<file path="config.mk">
export PLATFORM = sky130hd
export DESIGN_NAME = pva_queue
export DESIGN_NICKNAME = d
export VERILOG_FILES = /design/src/hw/rtl/pva_pkg.sv /design/src/hw/rtl/pva_queue.sv
export SDC_FILE = /design/constraint.sdc
export NUM_CORES = 1
export LEC_CHECK = 0
export ABC_AREA = 1
export BUFFER_PORTS_ARGS = -buffer_cell sky130_fd_sc_hd__buf_2
export CAP_MARGIN = 20
export CORE_MARGIN = 3
export CORE_UTILIZATION = 47
export DETAILED_ROUTE_END_ITERATION = 6
export PLACE_DENSITY_LB_ADDON = 0.1
export SKIP_CTS_REPAIR_TIMING = 1
export SLEW_MARGIN = 0
export SYNTH_ARGS = -nofsm -noshare
export SYNTH_HDL_FRONTEND = slang
export SYNTH_SLANG_ARGS = --single-unit
</file>
<file path="constraint.sdc">
create_clock -name clk -period 6.9 [get_ports clk]
set_input_delay 0.345 -clock clk [delete_from_list [all_inputs] [get_ports clk]]
set_output_delay 0.345 -clock clk [all_outputs]
set_load 0.02 [all_outputs]
</file>
<file path="src/hw/rtl/pva_pkg.sv">
// Package: shared types, constants and tables of the polar vector adder.
`default_nettype none
package pva_pkg;

  localparam int CORDIC_STAGES = 16;
  localparam int RADIUS_BITS   = 16;
  localparam int MAX_STAGES    = 24;
  localparam int NSTG = (CORDIC_STAGES > MAX_STAGES) ? MAX_STAGES : CORDIC_STAGES;
  localparam int FRAC = 12;
  // coordinate and rotation-angle widths inside the datapath
  localparam int CW = 36;
  localparam int ZW = 34;

  localparam logic [15:0] RADIUS_MASK =
    (RADIUS_BITS >= 16) ? 16'hFFFF : 16'((1 << RADIUS_BITS) - 1);
  localparam logic [20:0] RADIUS_CAP =
    (RADIUS_BITS >= 16) ? 21'h1FFFF : 21'((1 << (RADIUS_BITS + 1)) - 1);

  localparam logic [31:0] HALF_TURN = 32'h8000_0000;
  localparam logic signed [ZW-1:0] QUARTER = ZW'(34'sh0_4000_0000);
  localparam logic signed [ZW-1:0] HALF_Z  = ZW'(34'sh0_8000_0000);
  // (1/K)^2 in Q32, K = CORDIC gain
  localparam logic [31:0] GAIN2_Q32 = 32'd1583795390;

  localparam logic [31:0] ATAN_TAB [MAX_STAGES] = '{
    32'd536870912, 32'd316933406, 32'd167458907, 32'd85004756, 32'd42667331,
    32'd21354465, 32'd10679838, 32'd5340245, 32'd2670163, 32'd1335087,
    32'd667544, 32'd333772, 32'd166886, 32'd83443, 32'd41722, 32'd20861,
    32'd10430, 32'd5215, 32'd2608, 32'd1304, 32'd652, 32'd326, 32'd163, 32'd81
  };

  typedef struct packed {
    logic [15:0] start_radius;
    logic [15:0] start_bearing;
    logic [15:0] step_length;
    logic [15:0] step_heading;
  } pva_in_t;

  typedef struct packed {
    logic [16:0] result_radius;
    logic [15:0] result_bearing;
  } pva_out_t;

  // folded rotation operands for both vectors
  typedef struct packed {
    logic signed [CW-1:0] x1;
    logic signed [ZW-1:0] z1;
    logic signed [CW-1:0] x2;
    logic signed [ZW-1:0] z2;
  } pva_op_t;

endpackage
`default_nettype wire

</file>
<file path="src/hw/rtl/pva_queue.sv">
// Two-entry queue between the front end and the CORDIC back end.
`default_nettype none
module pva_queue import pva_pkg::*; (
  input  wire logic    clk,
  input  wire logic    rst,
  input  wire logic    push_valid,
  output logic         push_ready,
  input  wire pva_op_t push_data,
  output logic         pop_valid,
  input  wire logic    pop_ready,
  output pva_op_t      pop_data
);

  pva_op_t    mem [2];
  logic       wr_ptr;
  logic       rd_ptr;
  logic [1:0] count;
  logic       do_push;
  logic       do_pop;

  assign push_ready = (count != 2'd2);
  assign pop_valid  = (count != 2'd0);
  assign pop_data   = mem[rd_ptr];
  assign do_push    = push_valid && push_ready;
  assign do_pop     = pop_valid && pop_ready;

  always_ff @(posedge clk) begin
    if (rst) begin
      wr_ptr <= 1'b0;
      rd_ptr <= 1'b0;
      count  <= 2'd0;
    end else begin
      if (do_push) wr_ptr <= !wr_ptr;
      if (do_pop)  rd_ptr <= !rd_ptr;
      count <= count + 2'(do_push) - 2'(do_pop);
    end
    if (do_push) begin
      mem[wr_ptr] <= push_data;
    end
  end

endmodule
`default_nettype wire

</file>
Word level (Yosys, flattened, before mapping)
Memory sizes are Yosys's and may differ from the RTL's. A register that Yosys moved wholly into a read port is not among the register bits.
Index checks and enable logic that the tools add are counted.

operators by class
  $add $sub $neg = 2
  multiplexer cells = 4
  eq/ne operators = 1
  reduce and logical (&&, ||, !) cells = 5

operators with widths
  operator              number
  $mux W1               4
  $add A2 B1 Y2         1
  $logic_and A1 B1 Y1   2
  $logic_not A1 Y1      2
  $ne A2 B2 Y1 const B  1
  $reduce_bool A2 Y1    1
  $sub A2 B1 Y2         1

storage, ports and cells
  register bits after elaboration = 4
  memories kept = 1
  output and inout port bits = 142
  memory bits (writable) = 280
  logic and storage cells = 16

memories
  memory  depth  width  rd ports  clocked after Yosys merged registers in  write ports  line             text
  mem     2      140    1         1                                        1            pva_queue.sv:14  pva_op_t mem [2];

Longest topological paths before layout
  depth in word-level cells = 4
  gate-level depth with buffers = 11
  gate-level depth less buffers = 11

Worst setup path after synthesis
No wires, ideal clock.

  path type = flip-flop to flip-flop
  start = reg count[0]
  end = mem mem[1][0] in the netlist's numbering (enable)
  arrival time = 6592 ps
  setup slack = -336 ps
  library setup time = 643 ps
  stages on the path, launching flop included = 5
  period minus slack after synthesis = 7236 ps
  data required time = 6257 ps
  cells stage by stage = dfxtp_1 -> inv_1 -> nand2_1 -> nand2_1 -> nor2_1

on the way
  cells in the longest elaborated chain, start to end = 4

RTL lines
  item                           line             text
  start: declaration             pva_queue.sv:17  logic [1:0] count;
  start signal: assignment       pva_queue.sv:35  count <= count + 2'(do_push) - 2'(do_pop);
  $ne A2 B2 Y1                   pva_queue.sv:21  assign push_ready = (count != 2'd2);
  named net push_ready           pva_queue.sv:7   output logic push_ready,
  $logic_and A1 B1 Y1            pva_queue.sv:24  assign do_push = push_valid && push_ready;
  $mux W1                        pva_queue.sv:37  if (do_push) begin
  $mux W1 (not written as such)  pva_queue.sv:38  mem[wr_ptr] <= push_data;
  end: declaration               pva_queue.sv:14

The timed path passes the listed nets, and every way through them passes these cells.

==> summary.md <==
| Metric | Value |
|---|---|
| Layout cells sized above 1 | 49.95% |
| Wire per inst | between 15 and 20 um |
| Final nets | about 1100 |
| Vias | 5934 |
| Boundary Pins | 286 |
| Clock Skew | 0.01287 ns |
| Post-synthesis sequential area ratio | between 70% and 80% |
| CTS tree | yes |
| Crit path DAT | 2.65 ns |
| Post-route setup TNS | 0 ns |
| Cells after Synth | ~470 |
| Startpoint types | flip-flop |
| Clock tree sinks | about 290 |
| Setup crit end kind | output pin |
| Global placement routability congestion | 0.7698 |
| Clock period minus worst slack | 2.992 ns |
| Area of the multi-input gates | 0.002072 mm2 |
| DRC errors left | 0 |
| Post-Syn Area | 0.01075 mm2 |
| Pre-CTS setup slack | about 4.5 ns |
| Reg area | 0.008512 mm2 |
| Fraction of registers with async set/reset | 0% |
| Final Setup Violations | 0 |
| Fin. Hold Viols | 0 |
| Post-synth top cells | 280 x edfxtp_1, 100 x mux2_4, 40 x mux2_2, 11 x buf_6, 9 x nor2_1 |
| Number of distinct library cells after synthesis | 15 |
| Total GRT Usage | 15.91% |
| Ranking of synthesized cells by area | edfxtp_1 78%, mux2_4 14%, mux2_2 4.2%, buf_6 1.2%, dfxtp_1 0.93% |
| Post-synth EDFFs | 280 |
| Synth-to-layout area growth | 36.66% |
| Status | completed |
| Vias in the first global route | 5679 |
| Skew-Pair Late Insertion Delay | 0.53 ns |
| Hold WC Path Type | in2reg |
| DR iter-0 viols | 289 |
| Max_slew headroom | 28.29% |
| Drt first pass iters | 4 |
| Ys flop type | edfxtp_1 |
| H-tree levels | 1 |
| DIE HEIGHT | ~160 um |
| Post-Route WL | 22.12 mm |
| Layout filler cell count | 1515 |
| Pleak | 5.760 nW |
| Initial antenna violation count | 1 |
| Crit share post-route | around 43% |
| GRT overflow | 0 |
| Cell accounting for the most synthesized area | edfxtp_1 |
| # rows | 54 |
| CTS clk-pin slew, worst paths | roughly 0.060 ns |
| Post-DP HPWL | around 14 mm |
| RSZ-0062 raised after global routing | false |
| Cell with the most instances after synthesis | edfxtp_1 |
| Crit path kind | reg2out |
| Die area | 0.02473 mm2 |
| Global-route wire length before repair | 30.36 mm |
| Die Span X | 157.3 um |
| Max-slew violations | 0 |
| Fmax | 334.2 MHz |
| Largest net degree at the start of global routing | 67 |
| Maximum VDD drop | 0.2209 mV |
| Yosys reg bits | ~290 |
| Worst-margin pin slew | roughly 1.1 ns |
| Post-route setup slack | 3.908 ns |
| CORE AREA | 0.02216 mm2 |
| CTS Buf Count | 30 |
| Worst path required time | 6.55 ns |
| Mean Syn Cell Area | between 20 and 25 um2 |
| Clk buf depth | 3 |
| Vias per inst | 4.872 |
| Clk root buf | clkbuf_16 |
| Initial Util | 48.53% |
| CP Max Fanout | 66 |
| Mapped Nets | around 620 |
| IO buf count | ~290 |
| Max Cap Viol | 0 |
| Top cell type's share of synthesized area | 78.18% |
| Yosys warns | 0 |
| Power per cell area | 352.7 mW/mm2 |
| Routed Antenna Nets | 0 |
==> registers in the layout (all words and copies together), names as in the netlist, named ones only <==
| signal | cells |
|---|---|
| mem | 280 |
| count | 2 |
| rd_ptr | 1 |
| wr_ptr | 1 |
==> stage by stage <==
| step | hold WS (ns) | instance area, um2 | power (mW) | std cells | util, % |
|---|---|---|---|---|---|
| detailed placement | 0.4896 | 12440 | 3.732 | 1027 | 56.11 |
| finish | 0.02149 | 14700 | 5.184 | 1218 | 66.32 |
| CTS | -0.03136 | 13320 | 5.182 | 1080 | 60.12 |
| global route | 0.002505 | 14700 | 5.413 | 1218 | 66.32 |
| floorplan | 0.4162 | 10760 | 3.346 | 472 | - |
| global placement | 0.4872 | 12440 | 3.699 | 1027 | 56.11 |
==> cell type report <==
| cell class | count | area share [%] |
|---|---|---|
| Tap cell | 280 | 2.384 |
| Clock buffer | 40 | 5.508 |
| Timing Repair Buffer | 428 | 19.34 |
| Clock inverter | 13 | 0.5278 |
| Sequential cell | 285 | 57.92 |
| Antenna cell | 1 | 0.01703 |
| Multi-Input combinational cell | 163 | 14.10 |
| Inverter | 8 | 0.2043 |
==> per-layer routing <==
layer	vias to the layer above	GRT usage (%)	share of wire (%)	wire, um
li1	2749	-	-	-
met3	44	5.389	7.8	1716
met4	0	4.876	2.5	554
met2	236	26.90	50	11030
met1	2905	19.49	40	8826
met5	-	0	0	0
==> critical path: stages (launching register included) <==
cell and delay, ns:
dfxtp_4 0.57, buf_4 0.82, mux2_2 0.45, buf_2 0.17
==> worst paths after layout <==
kind / slack (ns) / startpoint / cells past startpoint / end
min: 0.02 / push_data[23] / 1 / mem[1][23]
max reg2reg: 4.49 / count[0] / 5 / mem[1][113]
max: 3.91 / flip-flop / 3 / pop_data[16]
min reg2reg: 0.50 / rd_ptr / 2 / flip-flop
==> power breakdown <==
group          switching (mW)  total (mW)  internal [mW]
Combinational           0.824        1.47          0.641
Sequential             0.0773        2.28           2.20
Clock                   0.592        1.44          0.849
Total                    1.49        5.18           3.69
==> cells by family (layout without fill, tap and decap cells) <==
kind of cell	after synthesis	after routing	share of synthesized area (%)
other cells	0	1	0
flops	285	285	79.12
buf+inv	24	489	1.757
simple gates	19	19	0.6863
fa+ha+maj	1	1	0.1163
xor+xnor	1	1	0.08146
compound gates	2	2	0.09308
mux	140	140	18.15
==> cell usage in the layout (no fill, tap or decap) <==
cell type        n
xnor2_1          1
diode_2          1
clkbuf_16       31
nor2_4           2
clkinv_2         2
edfxtp_1       280
mux2_2          40
buf_4            6
buf_2          285
a21oi_1          2
inv_1            8
nand2_1          8
nor3_1           1
dfxtp_4          1
clkinv_1        10
nand3_1          1
ha_1             1
mux2_4         100
nor2_1           7
dlygate4sd3_1  137
dfxtp_1          4
clkbuf_1         9
bufinv_16        1
Power figures use the tool's default switching activity.
