[config.mk]
export PLATFORM = sky130hd
export DESIGN_NAME = pva_front
export DESIGN_NICKNAME = d
export VERILOG_FILES = /design/src/hw/rtl/pva_pkg.sv /design/src/hw/rtl/pva_front.sv
export SDC_FILE = /design/constraint.sdc
export NUM_CORES = 1
export LEC_CHECK = 0
export BUFFER_PORTS_ARGS = -buffer_cell sky130_fd_sc_hd__buf_2
export CORE_MARGIN = 2
export CORE_UTILIZATION = 40
export CTS_CLUSTER_DIAMETER = 100
export DETAILED_ROUTE_END_ITERATION = 6
export PLACE_DENSITY_LB_ADDON = 0.25
export SETUP_SLACK_MARGIN = 0.4
export SLEW_MARGIN = 30
export SYNTH_ARGS = -nofsm -noshare
export SYNTH_HDL_FRONTEND = slang
export SYNTH_SLANG_ARGS = --single-unit
[constraint.sdc]
create_clock -name clk -period 2.8 [get_ports clk]
set_clock_uncertainty 0.2 [all_clocks]
set_input_delay 0.28 -clock clk [delete_from_list [all_inputs] [get_ports clk]]
set_output_delay 0.28 -clock clk [all_outputs]
set_load 0.01 [all_outputs]
[src/hw/rtl/pva_pkg.sv]
// Package: shared types, constants and tables of the polar vector adder.
`default_nettype none
package pva_pkg;

  localparam int CORDIC_STAGES = 16;
  localparam int RADIUS_BITS   = 16;
  localparam int MAX_STAGES    = 24;
  localparam int NSTG = (CORDIC_STAGES > MAX_STAGES) ? MAX_STAGES : CORDIC_STAGES;
  localparam int FRAC = 12;
  // coordinate and rotation-angle widths inside the datapath
  localparam int CW = 36;
  localparam int ZW = 34;

  localparam logic [15:0] RADIUS_MASK =
    (RADIUS_BITS >= 16) ? 16'hFFFF : 16'((1 << RADIUS_BITS) - 1);
  localparam logic [20:0] RADIUS_CAP =
    (RADIUS_BITS >= 16) ? 21'h1FFFF : 21'((1 << (RADIUS_BITS + 1)) - 1);

  localparam logic [31:0] HALF_TURN = 32'h8000_0000;
  localparam logic signed [ZW-1:0] QUARTER = ZW'(34'sh0_4000_0000);
  localparam logic signed [ZW-1:0] HALF_Z  = ZW'(34'sh0_8000_0000);
  // (1/K)^2 in Q32, K = CORDIC gain
  localparam logic [31:0] GAIN2_Q32 = 32'd1583795390;

  localparam logic [31:0] ATAN_TAB [MAX_STAGES] = '{
    32'd536870912, 32'd316933406, 32'd167458907, 32'd85004756, 32'd42667331,
    32'd21354465, 32'd10679838, 32'd5340245, 32'd2670163, 32'd1335087,
    32'd667544, 32'd333772, 32'd166886, 32'd83443, 32'd41722, 32'd20861,
    32'd10430, 32'd5215, 32'd2608, 32'd1304, 32'd652, 32'd326, 32'd163, 32'd81
  };

  typedef struct packed {
    logic [15:0] start_radius;
    logic [15:0] start_bearing;
    logic [15:0] step_length;
    logic [15:0] step_heading;
  } pva_in_t;

  typedef struct packed {
    logic [16:0] result_radius;
    logic [15:0] result_bearing;
  } pva_out_t;

  // folded rotation operands for both vectors
  typedef struct packed {
    logic signed [CW-1:0] x1;
    logic signed [ZW-1:0] z1;
    logic signed [CW-1:0] x2;
    logic signed [ZW-1:0] z2;
  } pva_op_t;

endpackage
`default_nettype wire

[src/hw/rtl/pva_front.sv]
// Front end: accept items, mask radii and fold bearings into the right half plane.
`default_nettype none
module pva_front import pva_pkg::*; (
  input  wire logic    clk,
  input  wire logic    rst,
  input  wire logic    item_valid,
  output logic         item_ready,
  input  wire pva_in_t item,
  output logic         op_valid,
  input  wire logic    op_ready,
  output pva_op_t      op
);

  logic    fv;
  pva_op_t fop;

  function automatic void fold(input logic [15:0] r, input logic [15:0] b,
                               output logic signed [CW-1:0] x,
                               output logic signed [ZW-1:0] z);
    logic signed [CW-1:0] xr;
    logic signed [ZW-1:0] zr;
    xr = signed'(CW'({r & RADIUS_MASK, {FRAC{1'b0}}}));
    zr = ZW'(signed'({b, 16'h0000}));
    if (zr > QUARTER || zr < -QUARTER) begin
      x = -xr;
      z = (zr > 0) ? zr - HALF_Z : zr + HALF_Z;
    end else begin
      x = xr;
      z = zr;
    end
  endfunction

  always_comb begin
    fold(item.start_radius, item.start_bearing, fop.x1, fop.z1);
    fold(item.step_length, item.step_heading, fop.x2, fop.z2);
  end

  assign item_ready = !fv || op_ready;
  assign op_valid   = fv;

  always_ff @(posedge clk) begin
    if (rst) begin
      fv <= 1'b0;
    end else if (item_ready) begin
      fv <= item_valid;
    end
    if (item_ready && item_valid) begin
      op <= fop;
    end
  end

endmodule
`default_nettype wire

**Word-level counts from Yosys, hierarchy flattened**

Index checks and enable logic that the tools add are counted.
W data, S select, Z words.

- Register bits: 141
- Input bits: 68
- Output and inout port bits: 142
- Logic and storage cells: 32

- Add/sub/neg operators: 6
- Magnitude comparators: 6
- Multiplexer cells: 6
- Reduce and logical (&&, ||, !) cells: 5

Operators by type and width:

| kind | number |
|---|---|
| $mux W34 | 4 |
| $neg A28 Y36 | 2 |
| $add A32 B33 Y34 const B | 2 |
| $sub A32 B33 Y34 const B | 2 |
| $gt A32 B1 Y1 const B | 2 |
| $gt A32 B32 Y1 const B | 2 |
| $lt A32 B31 Y1 const B | 2 |
| $mux W28 | 2 |
| $logic_or A1 B1 Y1 | 3 |
| $logic_and A1 B1 Y1 | 1 |
| $logic_not A1 Y1 | 1 |

**Logic depth before layout (Yosys ltp)**

- Word-level depth: 3
- Mapped depth: 7
- Gate-level depth less buffers: 7

**Worst setup path before layout**

Ideal clock, no wire load.

- Path kind: reg2reg
- Start: reg fv, in the netlist op_valid
- End: reg op[100] (netlist name), enable pin
- Library setup time: 0.450 ns
- Data arrival time: 2.432 ns
- Required time: 2.150 ns
- Path slack: -0.282 ns
- Stages on the path, launching flop included: 3
- Path buffers: 0
- Clock period less this slack: 3.082 ns
- Cell sequence: dfxtp_1 nand2b_1 and2_1

- Cells in the longest elaborated chain, start to end: 3

Ends and longest elaborated chain:

| what | line | RTL |
|---|---|---|
| from (decl) | pva_front.sv:14 | `logic fv;` |
| from (signal assigned) | pva_front.sv:45 | `fv <= item_valid;` |
| $logic_not A1 Y1 | pva_front.sv:38 | `assign item_ready = !fv \|\| op_ready;` |
| $logic_or A1 B1 Y1 | pva_front.sv:38 |  |
| named net item_ready | pva_front.sv:7 | `output logic item_ready,` |
| $logic_and A1 B1 Y1 | pva_front.sv:47 | `if (item_ready && item_valid) begin` |
| to (signal assigned) | pva_front.sv:48 | `op <= fop;` |
| to (decl) | pva_front.sv:11 | `output pva_op_t op` |

The timed path passes the listed nets, and every way through them passes these cells.
A chain may end at the register's enable or synchronous reset.

==> flow_summary.yaml <==
cts:
  cts_tree: "built"
  cts_made_buffers: 9
  clk_latency_ns: 0.33
  clkTransAtPathRegs_ns: 0.08
  root_buffer: "clkbuf_8"
  ctsHtreeMaxLevel: 3
  clock_sinks: 83
  cts.path.max_buffers: 2
global_route:
  grt_start_max_net_pins: 46
  grt.total_usage_pct: 15.2
  grt_use_met3_pct: 2.90
  grt_first_pass_wirelength_um: 11900
  globalRouteMet1Util_pct: 17.1
  use_met2_pct: 27.6
  antenna_found_initial: 0
  grt.busiest_layer: "met2"
  grt_pass1_vias: 2536
  gr-total-overflow: 0
timing:
  max_freq_ghz: 0.440
  hold_viol: 0
  finalMaxSlewViolations: 0
  worst_pin_slew_ns: 0.568
  period_minus_slack_ns: 2.27
  tns_ns: 0
  fin_crit_sh_pct: 81.2
  slew_headroom_pct: 61.8
  rsz0062_at_grt: "false"
  setup_viol: 0
setup_path:
  worstPathMaxFanout: 13
  crit_path_end_kind: "flop"
  reg2reg_to: "op[29]$_DFFE_PP_"
  r2r_slack_ns: 1.04
  required_ns: 2.69
  worstSetupStartpoint: "item[3]"
  reg2reg_depth: 3
  r2r_start: "op_valid$_SDFFE_PP0N_"
  cp_slowest_cell: "dlygate4sd3_1"
  cpPeakStageDelay_ns: 0.55
  cp-start-kind: "primary input"
  crit_chain: "dlygate4sd3_1 > buf_2 > nor4_1 > nand4_1 > nand2_1 > a21oi_1 > xor2_1"
  cp_data_arrival_time_ns: 2.16
  path_class: "in -> reg"
routing:
  drtIter0Drc: 77
  first_pass_iters: 4
  num_vias: 2676
  wl_per_cell_um: 13.7
  drtAntennaViolNets: 0
  drcViolationCount: 0
  routed_via_density: 4.42
  wirelength_um: 8300
pwr:
  p_per_area_mw_per_mm2: 534
  power_switching_w: 0.000686
  comb_power_share_pct: 17.0
  p_clk_share_pct: 26.5
  p_seq_share_pct: 56.5
  sw_frac_of_total_pct: 25.6
  p_total_w: 0.00267
  p_leak_nw: 2.12
  vdd_drop_max_v: 0.000196
  intPower_w: 0.00199
cells_and_area:
  layout_common_cells: "153 x buf_2, 82 x edfxtp_1, 56 x conb_1"
  syn_to_final_growth_pct: 31.9
  diodes: 0
  final_common_cell: "buf_2"
  final_nets: 542
  drive_gt1_share_pct: 37.4
floorplanning:
  core_area_mm2: 0.00924
  die_area_mm2: 0.0103
  start_util_pct: 41.2
  ioPinCount: 210
  die_w_um: 102
  core.rowCount: 35
  fp.dieH_um: 102
hold_path:
  hold_path_depth: 2
  hold_path_class: "in -> reg"
  min_from: "item[29]"
  hold_end: "op[59]$_DFFE_PP_"
job:
  maxCapViolations: 0
synth:
  synthArstFlopShare_pct: 0
  postSynthCellCount: 280
  syn_avg_cell_area_um2: 13.6
  ys_ff_latch: 83
  synth_edf_count: 82
  synth_seq_area_share_pct: 65.3
  syn-cell-area_mm2: 0.00380
  synth_warnings: 0
  ys_types: 33
  synthFlopType: "edfxtp_1"
run_status:
  run_status: "completed"
placement:
  hpwl_um: 5900
  io_buffers: 153
  routabilityCongestion: 0.857
area by class of cell:
type / count / area [um^2]
well taps: 129 / 161
flip-flops and latches: 83 / 2480
clock buffers: 9 / 124
clock inverters: 6 / 32.5
repair buffers: 189 / 1130
inverters: 5 / 18.8
fillers: 781 / 4230
multi-input cells: 184 / 1060
repair_timing:
action                     4_1_cts  5_1_grt
resized for setup                0        2
hold endpoints to repair        33        0
buffers inserted                 0        0
hold buffers                    34        0
setup endpoints to repair        0       15
per-stage QoR:
stage / instance area [um^2] / setup WS [ns] / util [%] / std cells / hold slack, ns
CTS: 5010 / 0.519 / 54.2 / 605 / 0.0237
detailed placement: 4510 / 0.531 / 48.8 / 556 / 0.243
finish: 5010 / 0.526 / 54.3 / 605 / 0.0424
global placement: 4510 / 0.629 / 48.8 / 556 / 0.237
floorplan: 4010 / 0.621 / - / 335 / 0.149
global route: 5010 / 0.404 / 54.3 / 605 / 0.0353
routing by layer:
metal | up-vias | share of wire [%]
met4 | 0 | 1.6
met3 | 10 | 7.8
li1 | 1272 | -
met1 | 1232 | 40
met5 | - | 0
met2 | 162 | 51
state kept, by name, indices dropped and copies added (netlist names):
register  cells
op           82
op_valid      1
power groups by stage:
| stage | combinational [W] | sequential [W] | clock, W |
|---|---|---|---|
| after floorplan | 0.000227 | 0.00159 | 0 |
| after global placement | 0.000412 | 0.00154 | 0 |
| after detailed placement | 0.000416 | 0.00154 | 0 |
| after CTS | 0.000455 | 0.00151 | 0.000737 |
| after global routing | 0.000497 | 0.00152 | 0.000788 |
| final | 0.000455 | 0.00151 | 0.000709 |
worst max-delay path, delay by kind of cell:
kind	cells	cell delay, ns
xor+xnor	1	0.17
compound gates	1	0.10
simple gates	3	0.91
buf+inv	2	0.70
cells in the mapped netlist (3+ instances only):
library cell / n / area [um^2]
nor3_1: 6 / 30.0
nand2b_1: 3 / 18.8
buf_4: 58 / 435
o21ai_0: 6 / 30.0
and2_1: 6 / 37.5
clkbuf_1: 5 / 18.8
a21oi_1: 16 / 80.1
o31ai_1: 6 / 45.0
xnor2_1: 19 / 166
nor2_1: 18 / 67.6
edfxtp_1: 82 / 2460
inv_1: 5 / 18.8
nand2_1: 9 / 33.8
xor2_1: 10 / 87.6
nor4_1: 8 / 50.1
logic make-up after synthesis:
logic type / synth area share (%)
compound gates: 5.63
xor+xnor: 6.68
fa+ha+maj: 0.658
buf+inv: 12.4
flops: 65.3
other cells: 0.0986
simple gates: 9.21
worst max path at each step:
stage	to	cells past startpoint
4_1_cts	op[138]$_SDFFCE_PN0P_	7
2_1_floorplan	op[100]$_DFFE_PP_	2
3_3_place_gp	op[62]$_SDFFCE_PN0P_	6
5_1_grt	op[136]$_SDFFCE_PN0P_	7
6_report	op[60]$_DFFE_PP_	7
3_5_place_dp	op[62]$_SDFFCE_PN0P_	6
No activity file was read; power rests on OpenSTA's default activity.
